`src/rtl/core/cts_pkg.sv`:
```
// Shared types, constants and helper functions of the token splitter.
`timescale 1ns / 1ps
package cts_pkg;

	// Window geometry
	localparam int WINDOW = 64;
	localparam int AW     = $clog2(WINDOW);
	localparam int CW     = AW + 1;

	// Token limit clamp bounds
	localparam logic [6:0] LIMIT_MAX   = 7'd65;
	localparam logic [6:0] LIMIT_MIN   = 7'd2;
	localparam logic [6:0] LIMIT_RESET = 7'd65;

	// Character codes
	localparam logic [7:0] CH_LT    = 8'h3C;
	localparam logic [7:0] CH_GT    = 8'h3E;
	localparam logic [7:0] CH_LBRK  = 8'h5B;
	localparam logic [7:0] CH_RBRK  = 8'h5D;
	localparam logic [7:0] CH_BSL   = 8'h5C;
	localparam logic [7:0] CH_QUOTE = 8'h27;
	localparam logic [7:0] CH_S     = 8'h73;
	localparam logic [7:0] CH_T     = 8'h74;
	localparam logic [7:0] CH_N     = 8'h6E;
	localparam logic [7:0] CH_R     = 8'h72;
	localparam logic [7:0] CH_D     = 8'h64;
	localparam logic [7:0] CH_L     = 8'h6C;
	localparam logic [7:0] CH_SPACE = 8'h20;
	localparam logic [7:0] CH_TAB   = 8'h09;
	localparam logic [7:0] CH_LF    = 8'h0A;
	localparam logic [7:0] CH_CR    = 8'h0D;

	// Commands from the controller to the datapath
	typedef struct packed {
		logic load;    // write one input beat into the window
		logic decide;  // register the token decision
		logic fetch;   // read the window at the emit index
		logic push;    // load one token beat into the output register
	} cts_cmd_t;

	// Status from the datapath to the controller
	typedef struct packed {
		logic out_free;  // output register can take a beat this cycle
		logic tok_done;  // emit index points at the final token byte
	} cts_status_t;

	// Size of a UTF-8 character from its lead byte; invalid lead gives one
	function automatic logic [2:0] utf8_lead_size(input logic [7:0] b);
		logic [2:0] n;
		if (b[7] == 1'b0) n = 3'd1;
		else if (b[7:5] == 3'b110) n = 3'd2;
		else if (b[7:4] == 4'b1110) n = 3'd3;
		else if (b[7:3] == 5'b11110) n = 3'd4;
		else n = 3'd1;
		return n;
	endfunction

	// Byte that a backslash escape stands for; valid is low for unknown escapes
	function automatic logic [8:0] escape_map(input logic [7:0] e);
		logic [8:0] r;
		case (e)
			CH_S:    r = {1'b1, CH_SPACE};
			CH_T:    r = {1'b1, CH_TAB};
			CH_N:    r = {1'b1, CH_LF};
			CH_R:    r = {1'b1, CH_CR};
			CH_BSL:  r = {1'b1, CH_BSL};
			default: r = {1'b0, CH_BSL};
		endcase
		return r;
	endfunction

endpackage

```
`src/rtl/core/cts_ctrl.sv`:
```
// Controller state machine: loading, decision, and byte-wise token emit.
`timescale 1ns / 1ps
module cts_ctrl
	import cts_pkg::*;
(
	input  logic        clk,
	input  logic        arst_n,
	input  logic        in_valid,
	input  logic        in_last,
	output logic        in_ready,
	input  cts_status_t st,
	output cts_cmd_t    cmd
);

	typedef enum logic [1:0] {
		S_LOAD,
		S_DECIDE,
		S_FETCH,
		S_PUSH
	} state_t;

	state_t state_q;

	// Decode commands from the current state
	always_comb begin
		in_ready    = (state_q == S_LOAD);
		cmd.load    = (state_q == S_LOAD) && in_valid;
		cmd.decide  = (state_q == S_DECIDE);
		cmd.fetch   = (state_q == S_FETCH);
		cmd.push    = (state_q == S_PUSH) && st.out_free;
	end

	// Advance the state
	always_ff @(posedge clk or negedge arst_n) begin
		if (!arst_n) begin
			state_q <= S_LOAD;
		end else begin
			case (state_q)
				S_LOAD: begin
					if (in_valid && in_last) state_q <= S_DECIDE;
				end
				S_DECIDE: begin
					state_q <= S_FETCH;
				end
				S_FETCH: begin
					state_q <= S_PUSH;
				end
				S_PUSH: begin
					if (st.out_free) state_q <= st.tok_done ? S_LOAD : S_FETCH;
				end
				default: begin
					state_q <= S_LOAD;
				end
			endcase
		end
	end

	// Final beat of a token returns to loading
	a_done_to_load: assert property (@(posedge clk) disable iff (!arst_n)
		(state_q == S_PUSH && st.out_free && st.tok_done) |=> (state_q == S_LOAD))
		else $error("token end did not return to loading");

	// A closing input beat always leads to a decision
	a_last_to_decide: assert property (@(posedge clk) disable iff (!arst_n)
		(cmd.load && in_last) |=> (state_q == S_DECIDE))
		else $error("last beat did not start a decision");

	// No input is taken while a token is in flight
	a_no_load_busy: assert property (@(posedge clk) disable iff (!arst_n)
		(cmd.decide || cmd.fetch || state_q == S_PUSH) |-> !in_ready)
		else $error("input ready while emitting");

endmodule

```
`src/rtl/core/cts_dpath.sv`:
```
// Datapath: window memory, group-mark tracking, token decision and output register.
`timescale 1ns / 1ps
module cts_dpath
	import cts_pkg::*;
(
	input  logic        clk,
	input  logic        arst_n,
	input  logic        cfg_we,
	input  logic [6:0]  cfg_wdata,
	input  logic [7:0]  in_byte,
	input  cts_cmd_t    cmd,
	output cts_status_t st,
	output logic        out_valid,
	input  logic        out_ready,
	output logic [7:0]  tok_byte,
	output logic        tok_last,
	output logic [6:0]  consumed
);

	logic [7:0]    mem [WINDOW];
	logic [CW-1:0] count_q;
	logic [7:0]    b0_q;
	logic [7:0]    b1_q;
	logic [CW-1:0] gt_len_q;
	logic [CW-1:0] rb_len_q;
	logic [6:0]    limit_q;
	logic [CW-1:0] tlen_q;
	logic [6:0]    used_q;
	logic          lit_q;
	logic [7:0]    lit_byte_q;
	logic [AW-1:0] k_q;
	logic [7:0]    rd_q;
	logic          out_valid_q;
	logic [7:0]    tok_byte_q;
	logic          tok_last_q;
	logic [6:0]    consumed_q;

	logic          wr_en;
	logic [CW-1:0] tlen_d;
	logic [6:0]    used_d;
	logic          lit_d;
	logic [7:0]    lit_byte_d;
	logic          last_beat;

	assign wr_en = cmd.load && (count_q < CW'(WINDOW));

	// Hold the token limit register
	always_ff @(posedge clk or negedge arst_n) begin
		if (!arst_n) begin
			limit_q <= LIMIT_RESET;
		end else if (cfg_we) begin
			limit_q <= cfg_wdata;
		end
	end

	// Write the window memory; bytes past a full window are dropped
	always_ff @(posedge clk) begin
		if (wr_en) begin
			mem[count_q[AW-1:0]] <= in_byte;
		end
	end

	// Read the window at the emit index
	always_ff @(posedge clk) begin
		if (cmd.fetch) begin
			rd_q <= mem[k_q];
		end
	end

	// Capture the first two bytes while loading
	always_ff @(posedge clk) begin
		if (wr_en && count_q == '0) b0_q <= in_byte;
		if (wr_en && count_q == CW'(1)) b1_q <= in_byte;
	end

	// Track fill count and first closing marks past the opening byte
	always_ff @(posedge clk or negedge arst_n) begin
		if (!arst_n) begin
			count_q  <= '0;
			gt_len_q <= '0;
			rb_len_q <= '0;
		end else if (cmd.push && st.tok_done) begin
			count_q  <= '0;
			gt_len_q <= '0;
			rb_len_q <= '0;
		end else if (wr_en) begin
			count_q <= count_q + CW'(1);
			if (count_q != '0 && gt_len_q == '0 && in_byte == CH_GT)
				gt_len_q <= count_q + CW'(1);
			if (count_q != '0 && rb_len_q == '0 && in_byte == CH_RBRK)
				rb_len_q <= count_q + CW'(1);
		end
	end

	// Choose the token kind, its length and the bytes consumed
	always_comb begin
		logic [6:0]    lim;
		logic [CW-1:0] g;
		logic          grp_ok;
		logic [8:0]    esc;
		logic [6:0]    n;
		lim = limit_q;
		if (lim > LIMIT_MAX) lim = LIMIT_MAX;
		if (lim < LIMIT_MIN) lim = LIMIT_MIN;
		g = (b0_q == CH_LT) ? gt_len_q : (b0_q == CH_LBRK) ? rb_len_q : '0;
		grp_ok = (g != '0) && (7'(g) < lim);
		esc = escape_map(b1_q);
		n = 7'(utf8_lead_size(b0_q));
		if (n > 7'(count_q)) n = 7'(count_q);
		if (n >= lim) n = lim - 7'd1;
		lit_byte_d = esc[7:0];
		if (grp_ok) begin
			tlen_d = g;
			used_d = 7'(g);
			lit_d  = 1'b0;
		end else if (count_q > CW'(1) && b0_q == CH_BSL) begin
			tlen_d = CW'(1);
			used_d = esc[8] ? 7'd2 : 7'd1;
			lit_d  = 1'b1;
		end else if (count_q > CW'(1) && b0_q == CH_QUOTE && lim > 7'd2 &&
			(b1_q == CH_R || b1_q == CH_D || b1_q == CH_L || b1_q == CH_S)) begin
			tlen_d = CW'(2);
			used_d = 7'd2;
			lit_d  = 1'b0;
		end else begin
			tlen_d = CW'(n);
			used_d = n;
			lit_d  = 1'b0;
		end
	end

	// Register the decision
	always_ff @(posedge clk) begin
		if (cmd.decide) begin
			tlen_q     <= tlen_d;
			used_q     <= used_d;
			lit_q      <= lit_d;
			lit_byte_q <= lit_byte_d;
		end
	end

	// Step the emit index
	always_ff @(posedge clk or negedge arst_n) begin
		if (!arst_n) begin
			k_q <= '0;
		end else if (cmd.decide) begin
			k_q <= '0;
		end else if (cmd.push) begin
			k_q <= k_q + AW'(1);
		end
	end

	assign last_beat   = ({1'b0, k_q} + CW'(1)) == tlen_q;
	assign st.out_free = !out_valid_q || out_ready;
	assign st.tok_done = last_beat;

	// Load the output register; drop the beat once taken
	always_ff @(posedge clk or negedge arst_n) begin
		if (!arst_n) begin
			out_valid_q <= 1'b0;
		end else if (cmd.push) begin
			out_valid_q <= 1'b1;
		end else if (out_ready) begin
			out_valid_q <= 1'b0;
		end
	end

	always_ff @(posedge clk) begin
		if (cmd.push) begin
			tok_byte_q <= lit_q ? lit_byte_q : rd_q;
			tok_last_q <= last_beat;
			consumed_q <= last_beat ? used_q : 7'd0;
		end
	end

	assign out_valid = out_valid_q;
	assign tok_byte  = tok_byte_q;
	assign tok_last  = tok_last_q;
	assign consumed  = consumed_q;

	// A push never overwrites a beat still waiting
	a_push_free: assert property (@(posedge clk) disable iff (!arst_n)
		cmd.push |-> (!out_valid_q || out_ready))
		else $error("output beat overwritten");

	// Fill count stays within the window
	a_count_range: assert property (@(posedge clk) disable iff (!arst_n)
		count_q <= CW'(WINDOW))
		else $error("fill count beyond window");

	// A decision always yields a nonempty token that fits the window
	a_tlen_range: assert property (@(posedge clk) disable iff (!arst_n)
		(cmd.decide && count_q != '0) |=>
		(tlen_q != '0 && tlen_q <= CW'(WINDOW) && used_q != 7'd0))
		else $error("token length out of range");

endmodule

```
`src/rtl/core/charset_token_splitter_core.sv`:
```
// Top level of the token splitter: controller and datapath.
//
//  channel   | handshake                 | payload
//  ----------+---------------------------+----------------------------
//  config    | cfg_we                    | cfg_wdata (token_limit)
//  input     | in_valid / in_ready       | in_byte, in_last
//  output    | out_valid / out_ready     | tok_byte, tok_last, consumed
//
// Loading takes one input beat per cycle into a 64-byte window memory.
// A beat with in_last leads to a decision state, then each token byte is
// a window memory read followed by a load of the output register.
// Input is held off from the closing beat until the final token byte is pushed.
// A stalled output holds the emit sequence in place; reset empties the window
// and sets token_limit to 65.
`timescale 1ns / 1ps
module charset_token_splitter_core
	import cts_pkg::*;
(
	input  logic       clk,
	input  logic       arst_n,
	input  logic       cfg_we,
	input  logic [6:0] cfg_wdata,
	input  logic       in_valid,
	output logic       in_ready,
	input  logic [7:0] in_byte,
	input  logic       in_last,
	output logic       out_valid,
	input  logic       out_ready,
	output logic [7:0] tok_byte,
	output logic       tok_last,
	output logic [6:0] consumed
);

	cts_cmd_t    cmd;
	cts_status_t st;

	cts_ctrl u_ctrl (
		.clk      (clk),
		.arst_n   (arst_n),
		.in_valid (in_valid),
		.in_last  (in_last),
		.in_ready (in_ready),
		.st       (st),
		.cmd      (cmd)
	);

	cts_dpath u_dpath (
		.clk       (clk),
		.arst_n    (arst_n),
		.cfg_we    (cfg_we),
		.cfg_wdata (cfg_wdata),
		.in_byte   (in_byte),
		.cmd       (cmd),
		.st        (st),
		.out_valid (out_valid),
		.out_ready (out_ready),
		.tok_byte  (tok_byte),
		.tok_last  (tok_last),
		.consumed  (consumed)
	);

endmodule

```
`config.mk`:
```
export PLATFORM = sky130hd
export DESIGN_NAME = charset_token_splitter_core
export DESIGN_NICKNAME = d
export VERILOG_FILES = /design/src/rtl/core/cts_pkg.sv /design/src/rtl/core/cts_ctrl.sv /design/src/rtl/core/cts_dpath.sv /design/src/rtl/core/charset_token_splitter_core.sv
export SDC_FILE = /design/constraint.sdc
export NUM_CORES = 1
export LEC_CHECK = 0
export BUFFER_PORTS_ARGS = -buffer_cell sky130_fd_sc_hd__buf_2
export CAP_MARGIN = 20
export CORE_MARGIN = 2
export CORE_UTILIZATION = 35
export DETAILED_ROUTE_END_ITERATION = 6
export HOLD_SLACK_MARGIN = 0.15
export PLACE_DENSITY = 0.56
export SKIP_LAST_GASP = 1
export SLEW_MARGIN = 20
export SYNTH_ARGS = -nofsm -noshare
export SYNTH_HDL_FRONTEND = slang
export SYNTH_SLANG_ARGS = --single-unit
```
`constraint.sdc`:
```
create_clock -name clk -period 10.3 [get_ports clk]
set_input_delay 1.545 -clock clk [delete_from_list [all_inputs] [get_ports clk]]
set_output_delay 1.545 -clock clk [all_outputs]
set_load 0.02 [all_outputs]
```
==> summary.txt, run 1 <==
Logic synthesis
  • XOR/XNOR share of the synthesized area: 0.804%
  • Largest family of logic cells by synthesized area: multiplexers
  • Synth Cell Area: 24600 sq um
  • Ys Warns: 0
  • Synth area leaders: edfxtp_1 (69%), mux4_2 (15%), dfrtp_1 (3.6%)
  • Yosys reg bits: 605
  • Adder-Cell Fraction of Synth Area: 1.12%
  • Multiplexer share of the synthesized area: 15.4%
  • Synth Area in Compound Gates: 3.08%
  • Synth Flop Type: edfxtp_1
  • Synth unique cells: 72
  • Mapped Cells: 1260
  • Top-area cell type share of the netlist area: 69.3%
  • Syn Area/Cell: 19.5 sq um
  • Simple logic cell fraction of the synthesized area: 5.18%
  • Dominant cell type by area after synthesis: edfxtp_1
  • Async SR Flop Fraction: 6.12%
  • Seq/Total Area, Yosys: 73.1%
  • Post-synth EDFFs: 568

Routing
  • Detailed Route WL: 56600 um
  • Post-route ant nets: 0
  • Pre-antenna DRT Iters: 5
  • Vias: 12100
  • Vias per cell: 5.24
  • Drt wl/cell: 24.5 um
  • DRC: 0
  • Iteration-0 DRC count of the detailed router: 1172

STA
  • Fin Hold WS: 534 ps
  • Setup ws final: 6230 ps
  • Final period util: 39.5%
  • Final Critical Period: 4070 ps
  • Max-slew headroom: 34.1%
  • Setup_tns: 0 ps
  • Worst-Margin Slew: 985 ps
  • Clock skew: 35.9 ps
  • Unrepaired setup endpoints after global routing: no
  • Fmax: 0.246 GHz
  • Setup violators final: 0
  • Final Hold Violating Endpoints: 0
  • Final Slew Violations: 0

Placed design
  • RD Place Congestion: 0.800
  • Place WS: 6050 ps
  • PortBufs: 38
  • Dpl hpwl: 35900 um
  • Dpl cell area: 25900 sq um

Floorplanning
  • Die area: 72400 sq um
  • Die W: 269 um
  • Ports: 39
  • DIE HEIGHT: 269 um
  • Initial core utilization: 35.3%
  • CORE AREA: 69800 sq um
  • Row Count: 97

CTS
  • Clock Sinks: 605
  • Clock-pin slew on the worst setup and hold paths: 60 ps
  • Htree depth: 2
  • # resized after CTS: 0
  • Clock Root Buffer: clkbuf_16
  • CTS tree: yes
  • Clk buf depth: 3
  • Post-CTS setup buffer count: 0
  • Cts bufs inserted: 61
  • Post-CTS Hold Buffers: 0
  • Clk_lat worst skew: 650 ps

Power and ir drop
  • P_leak: 0.00886 uW
  • Pwr Density: 233 nW/um^2
  • Peak supply drop: 0.136 mV

Cells and area
  • Most frequent cells in the layout: edfxtp_1 (568), mux4_2 (160), nor2_1 (115), clkbuf_16 (61), nand2_1 (39)
  • Commonest non-fill, non-tap cell in the layout: edfxtp_1
  • Antenna cell count: 0
  • Area Growth Syn to Fin: 13.2%
  • Nets: 1367
  • Area taken by multi-input logic gates: 6310 sq um
  • # fillers: 6172
  • Share of layout cells above drive strength 1: 25.3%
  • Fin area: 27900 sq um
  • Seq. cell area: 18000 sq um

Critical path
  • Critical path launch point type: register
  • Crit Path Max Fanout: 50
  • Worst setup EP type: register
  • CP Class: reg -> reg
  • Req. time, crit path: 10690 ps
  • Critical-path top delay cell: buf_4
  • Critical path, cell by cell: buf_4 -> buf_4 -> mux4_2 -> mux4_2 -> a22oi_1 -> nand2_1
  • Critical path data arrival time: 4460 ps
  • CP delay by family, top: buffers and inverters
  • CP Buf/Inv Count: 2
  • CP peak stage delay: 890 ps

Global route
  • Initial antenna violation count: 7
  • GRT Overall Usage: 15.7%
  • First-pass GRT wire length: 84500 um
  • Number of global-route vias before repair: 12400
  • Largest net degree at the start of global routing: 69
  • GR Overflow Total: 0

Outcome
  • Status: completed

Job
  • # Max-Cap Violations: 0

Worst hold path
  • Hold Path Class: reg -> reg
flip-flops by register name, summed over array words and instances, names as in the netlist, 8 cells and up:
name              count
u_dpath.b0_q          8
u_dpath.b1_q          8
u_dpath.rd_q          8
u_dpath.mem         512
u_dpath.tok_byte      8
final timing paths:
path,from,end,slack [ps],cells past startpoint
setup / recovery,u_dpath.k_q[0]$_DFFE_PN0P_,u_dpath.rd_q[2]$_DFFE_PP_,6230,6
hold / removal,u_dpath.out_valid$_DFFE_PN0P_,u_dpath.out_valid$_DFFE_PN0P_,530,2
setup reg to reg,u_dpath.k_q[0]$_DFFE_PN0P_,u_dpath.rd_q[2]$_DFFE_PP_,6230,6
hold reg to reg,u_dpath.out_valid$_DFFE_PN0P_,u_dpath.out_valid$_DFFE_PN0P_,530,2
max in group asynchronous,arst_n,u_dpath.k_q[0]$_DFFE_PN0P_,8610,1
min in group asynchronous,arst_n,u_dpath.limit_q[2]$_DFFE_PN0P_,1030,1
cell type report:
type | instances | area share (%)
well taps | 940 | 4.22
clock buffers | 72 | 5.63
flip-flops and latches | 605 | 64.6
inverters | 14 | 0.189
repair buffers | 57 | 1.19
clock inverters | 35 | 1.50
multi-input cells | 585 | 22.7
Yosys cell counts, types with 3 or more instances:
library cell  count
dfrtp_1          35
nand3b_1          4
nand3_1          16
a22oi_1          16
mux2_2           11
o21ai_1           5
nor4bb_1          6
nand2b_1          7
ha_1             22
buf_4             4
nor3_1            8
nand2_1          39
xor2_1            9
a21o_1            4
a22o_1           10
mux2_1            4
nor2_1          115
nand4_1           6
a21oi_1          31
o21a_1            4
buf_1            12
o21ai_0          21
or3b_2            3
xnor2_1          11
mux4_2          160
nor2b_1           8
and3b_1           3
and3_1            3
edfxtp_1        568
clkbuf_1         24
inv_1            13
buf_2            17
and2_1           12
nor4_1            5
worst reg2reg max path, cell delays in order (launching register included):
cell	delay, ps
dfrtp_4	780
buf_4	640
buf_4	910
mux4_2	650
mux4_2	530
a22oi_1	210
nand2_1	100
metal layers:
layer / share of wire, % / routed length (um) / track usage [%]
met1: 44 / 24800 / 22.1
met2: 48 / 27100 / 25.1
met3: 6.1 / 3440 / 2.99
met4: 2.1 / 1210 / 3.90
met5: 0.014 / 8 / 0
through the flow:
| step | cells | total power, uW | utilization (%) |
|---|---|---|---|
| 6_report | 2308 | 6490 | 39.9 |
| 5_1_grt | 2308 | 6740 | 39.9 |
| 4_1_cts | 2308 | 6560 | 39.9 |
| 3_5_place_dp | 2201 | 4370 | 37.1 |
| 3_3_place_gp | 2201 | 4370 | 37.1 |
| 2_1_floorplan | 1263 | 3900 | - |
where the power goes:
group	internal [uW]	switching, uW
clock network	1260	932
logic	676	730
registers	2770	128
kinds of logic (layout without fill, tap and decap cells):
kind of cell,after synthesis,in the layout
AO/OA/AOI/OAI,109,109
XOR/XNOR,21,21
adder cells (fa/ha/maj),22,22
buffers and inverters,73,178
flip-flops,605,605
multiplexers,176,176
other,1,4
AND/OR/NAND/NOR,253,253
Note: power is estimated with default switching activity, not from simulation.
==> run 2, diff against run 1 <==
ABC_AREA = 1   (was unset)
PLACE_DENSITY = 0.58   (was 0.56)
clock period = 3.47 ns   (was 10.3 ns; I/O delays follow)
==> run 2 against run 1 <==
Global-route usage up 2.1 points. Sequential cell count unchanged. Non-clock buffer count up 89. Maximum frequency increased by 28%. Clock power grew to 3.0 times the previous value. Largest cell class unchanged. Highest routed layer is now met4.
==> summary.txt, run 2 <==
Logic synthesis
  • Dominant cell type by area after synthesis: edfxtp_1
  • Top-count cell post-synth: edfxtp_1
  • Ys Warns: 0
  • Async SR Flop Fraction: 6.12%
  • Top-area cell type share of the netlist area: 66.3%
  • Post-synth EDFFs: 568
  • Synth unique cells: 43
  • Seq/Total Area, Yosys: 69.9%
  • Most common library cells after synthesis: edfxtp_1 (568), nand2_1 (414), nor2_1 (384)
  • Synth Flop Type: edfxtp_1
  • Synth Cell Area: 25700 sq um
  • Mapped Cells: 2260
  • Yosys reg bits: 605
  • Synth area leaders: edfxtp_1 (66%), nand2_1 (6.0%), nor2_1 (5.6%)
  • Syn Area/Cell: 11.4 sq um

Routing
  • Drt wl/cell: 20.0 um
  • Pre-antenna DRT Iters: 7
  • DRC: 0
  • Iteration-0 DRC count of the detailed router: 1765
  • Post-route ant nets: 0
  • Vias: 17600
  • Detailed Route WL: 67200 um
  • Vias per cell: 5.22

STA
  • Worst-Margin Slew: 959 ps
  • Max-slew headroom: 36.0%
  • Final period util: 91.3%
  • Clock skew: 24.7 ps
  • Final Critical Period: 3170 ps
  • Fmax: 0.316 GHz
  • Final Slew Violations: 0
  • Fin Hold WS: 181 ps
  • Setup violators final: 0
  • Final Hold Violating Endpoints: 0

Cells and area
  • Max reg flops: 512
  • Layout Utilization: 40.4%
  • Share of layout cells above drive strength 1: 11.2%
  • Commonest non-fill, non-tap cell in the layout: edfxtp_1
  • Antenna cell count: 0
  • Most frequent cells in the layout: edfxtp_1 (568), nand2_1 (413), nor2_1 (383), o21ai_0 (253), nand3_1 (143)
  • Area Growth Syn to Fin: 14.5%
  • Nets: 2398

Power and ir drop
  • Sequential power share: 39.2%
  • P_leak: 0.0106 uW
  • Gate power share: 30.7%
  • Net Switching: 7680 uW
  • Switching Fraction: 35.5%
  • Pwr Density: 734 nW/um^2
  • Int Power: 13900 uW
  • Peak supply drop: 0.409 mV
  • Clock network fraction of total power: 30.1%

Critical path
  • Critical path launch point type: register
  • Worst setup EP type: register
  • Critical path data arrival time: 3520 ps
  • Reg-to-reg slack, setup: 300 ps
  • Reg2Reg Depth: 25
  • CP Class: reg -> reg
  • Req. time, crit path: 3820 ps
  • Crit Path Max Fanout: 4

Worst hold path
  • Hold Path Class: in -> reg
  • Worst hold path cell count: 4

CTS
  • Clock Root Buffer: clkbuf_16
  • CTS tree: yes
  • Htree depth: 3
  • Clock Sinks: 605
  • Cts bufs inserted: 66
  • Clk buf depth: 3
  • Clock-pin slew on the worst setup and hold paths: 60 ps
  • Clk_lat worst skew: 610 ps

Global route
  • GRT Overall Usage: 17.8%
  • Largest net degree at the start of global routing: 165
  • First-pass GRT wire length: 102000 um
  • GR Overflow Total: 0
  • Initial antenna violation count: 0
  • Number of global-route vias before repair: 17100

Placed design
  • RD Place Congestion: 0.882
  • Dpl hpwl: 39800 um
  • PortBufs: 38

Floorplanning
  • Die area: 75600 sq um
  • DIE HEIGHT: 275 um
  • Ports: 39
  • Row Count: 99
  • Initial core utilization: 35.3%
  • Die W: 275 um
  • CORE AREA: 72800 sq um

Outcome
  • Status: completed

Job
  • # Max-Cap Violations: 0
## run 2: stage by stage
| step | power [uW] | setup TNS, ps | cell area [sq um] | instances | setup slack, ps |
|---|---|---|---|---|---|
| detailed placement | 15200 | 0 | 27400 | 3238 | 36.5 |
| CTS | 21700 | 0 | 29400 | 3364 | 20.4 |
| floorplan | 13100 | 0 | 25700 | 2263 | 422 |
| finish | 21600 | 0 | 29500 | 3364 | 302 |
| global placement | 15200 | 0 | 27400 | 3238 | 127 |
| global route | 22800 | -39.3 | 29500 | 3364 | -39.3 |
## run 2: final cells by class
type                            instances  area (sq um)
Fill cell                            6893         43400
Sequential cell                       605         18000
Multi-Input combinational cell       1454          6810
Clock buffer                           82          1750
Tap cell                              959          1200
Timing Repair Buffer                  146          1150
Inverter                               82           313
Clock inverter                         36           233
## run 2: power by group through the flow
stage                     clock [uW]  sequential (uW)  combinational [uW]
final                           6510             8470                6620
after floorplan                    0             8600                4460
after detailed placement           0             8630                6610
after global routing            6910             8500                7360
after CTS                       6620             8470                6640
after global placement             0             8620                6580
## run 2: worst max-delay path: stages, from the launching register on
cell and delay, ps:
edfxtp_1 440, nand2_2 130, nor3_2 60, nor2_1 120
inv_1 70, ha_1 280, inv_1 60, nor2_1 50
nor2_2 160, nand2_1 110, nand2_1 70, and2_1 130
inv_1 50, ha_1 330, a21oi_1 150, o21ai_0 100
nand2_1 80, nand3_2 100, inv_2 100, nand2_1 50
nand2_1 60, nand2_1 60, nand2_1 60, nand2_1 50
nand2_1 50, nand2_1 50
## run 2: per-layer routing
metal	share of wire (%)	vias to the layer above	track usage (%)	routed length, um
met5	0	-	0	0
met4	2.5	0	5.85	1680
met3	6.1	97	2.47	4130
met2	49	553	30.1	32900
met1	42	8713	23.5	28500
li1	-	8210	-	-
## run 2: worst paths after layout
| check | from | end |
|---|---|---|
| max | u_dpath.b0_q[4]$_DFFE_PP_ | u_dpath.used_q[1]$_DFFE_PP_ |
| min | out_ready | u_dpath.out_valid$_DFFE_PN0P_ |
| max reg2reg | u_dpath.b0_q[4]$_DFFE_PP_ | u_dpath.used_q[1]$_DFFE_PP_ |
| min reg2reg | u_dpath.limit_q[0]$_DFFE_PN1P_ | u_dpath.limit_q[0]$_DFFE_PN1P_ |
| max in group asynchronous | arst_n | u_dpath.k_q[1]$_DFFE_PN0P_ |
| min in group asynchronous | arst_n | u_dpath.limit_q[3]$_DFFE_PN0P_ |
## run 2: what timing repair did
item / 4_1_cts / 5_1_grt
hold buffers: 8 / 0
setup endpoints to repair: 0 / 9
resized for setup: 0 / 6
hold endpoints to repair: 42 / 0
buffers inserted: 0 / 0
## run 2: logic make-up (layout without fill, tap and decap cells)
group | count (synthesis) | after routing | synth area share [%]
simple gates | 988 | 988 | 15.8
fa+ha+maj | 22 | 22 | 1.07
compound gates | 425 | 425 | 8.98
mux | 6 | 6 | 0.263
buf+inv | 204 | 346 | 3.66
flops | 605 | 605 | 69.9
xor+xnor | 9 | 9 | 0.307
other cells | 1 | 4 | 0.0146
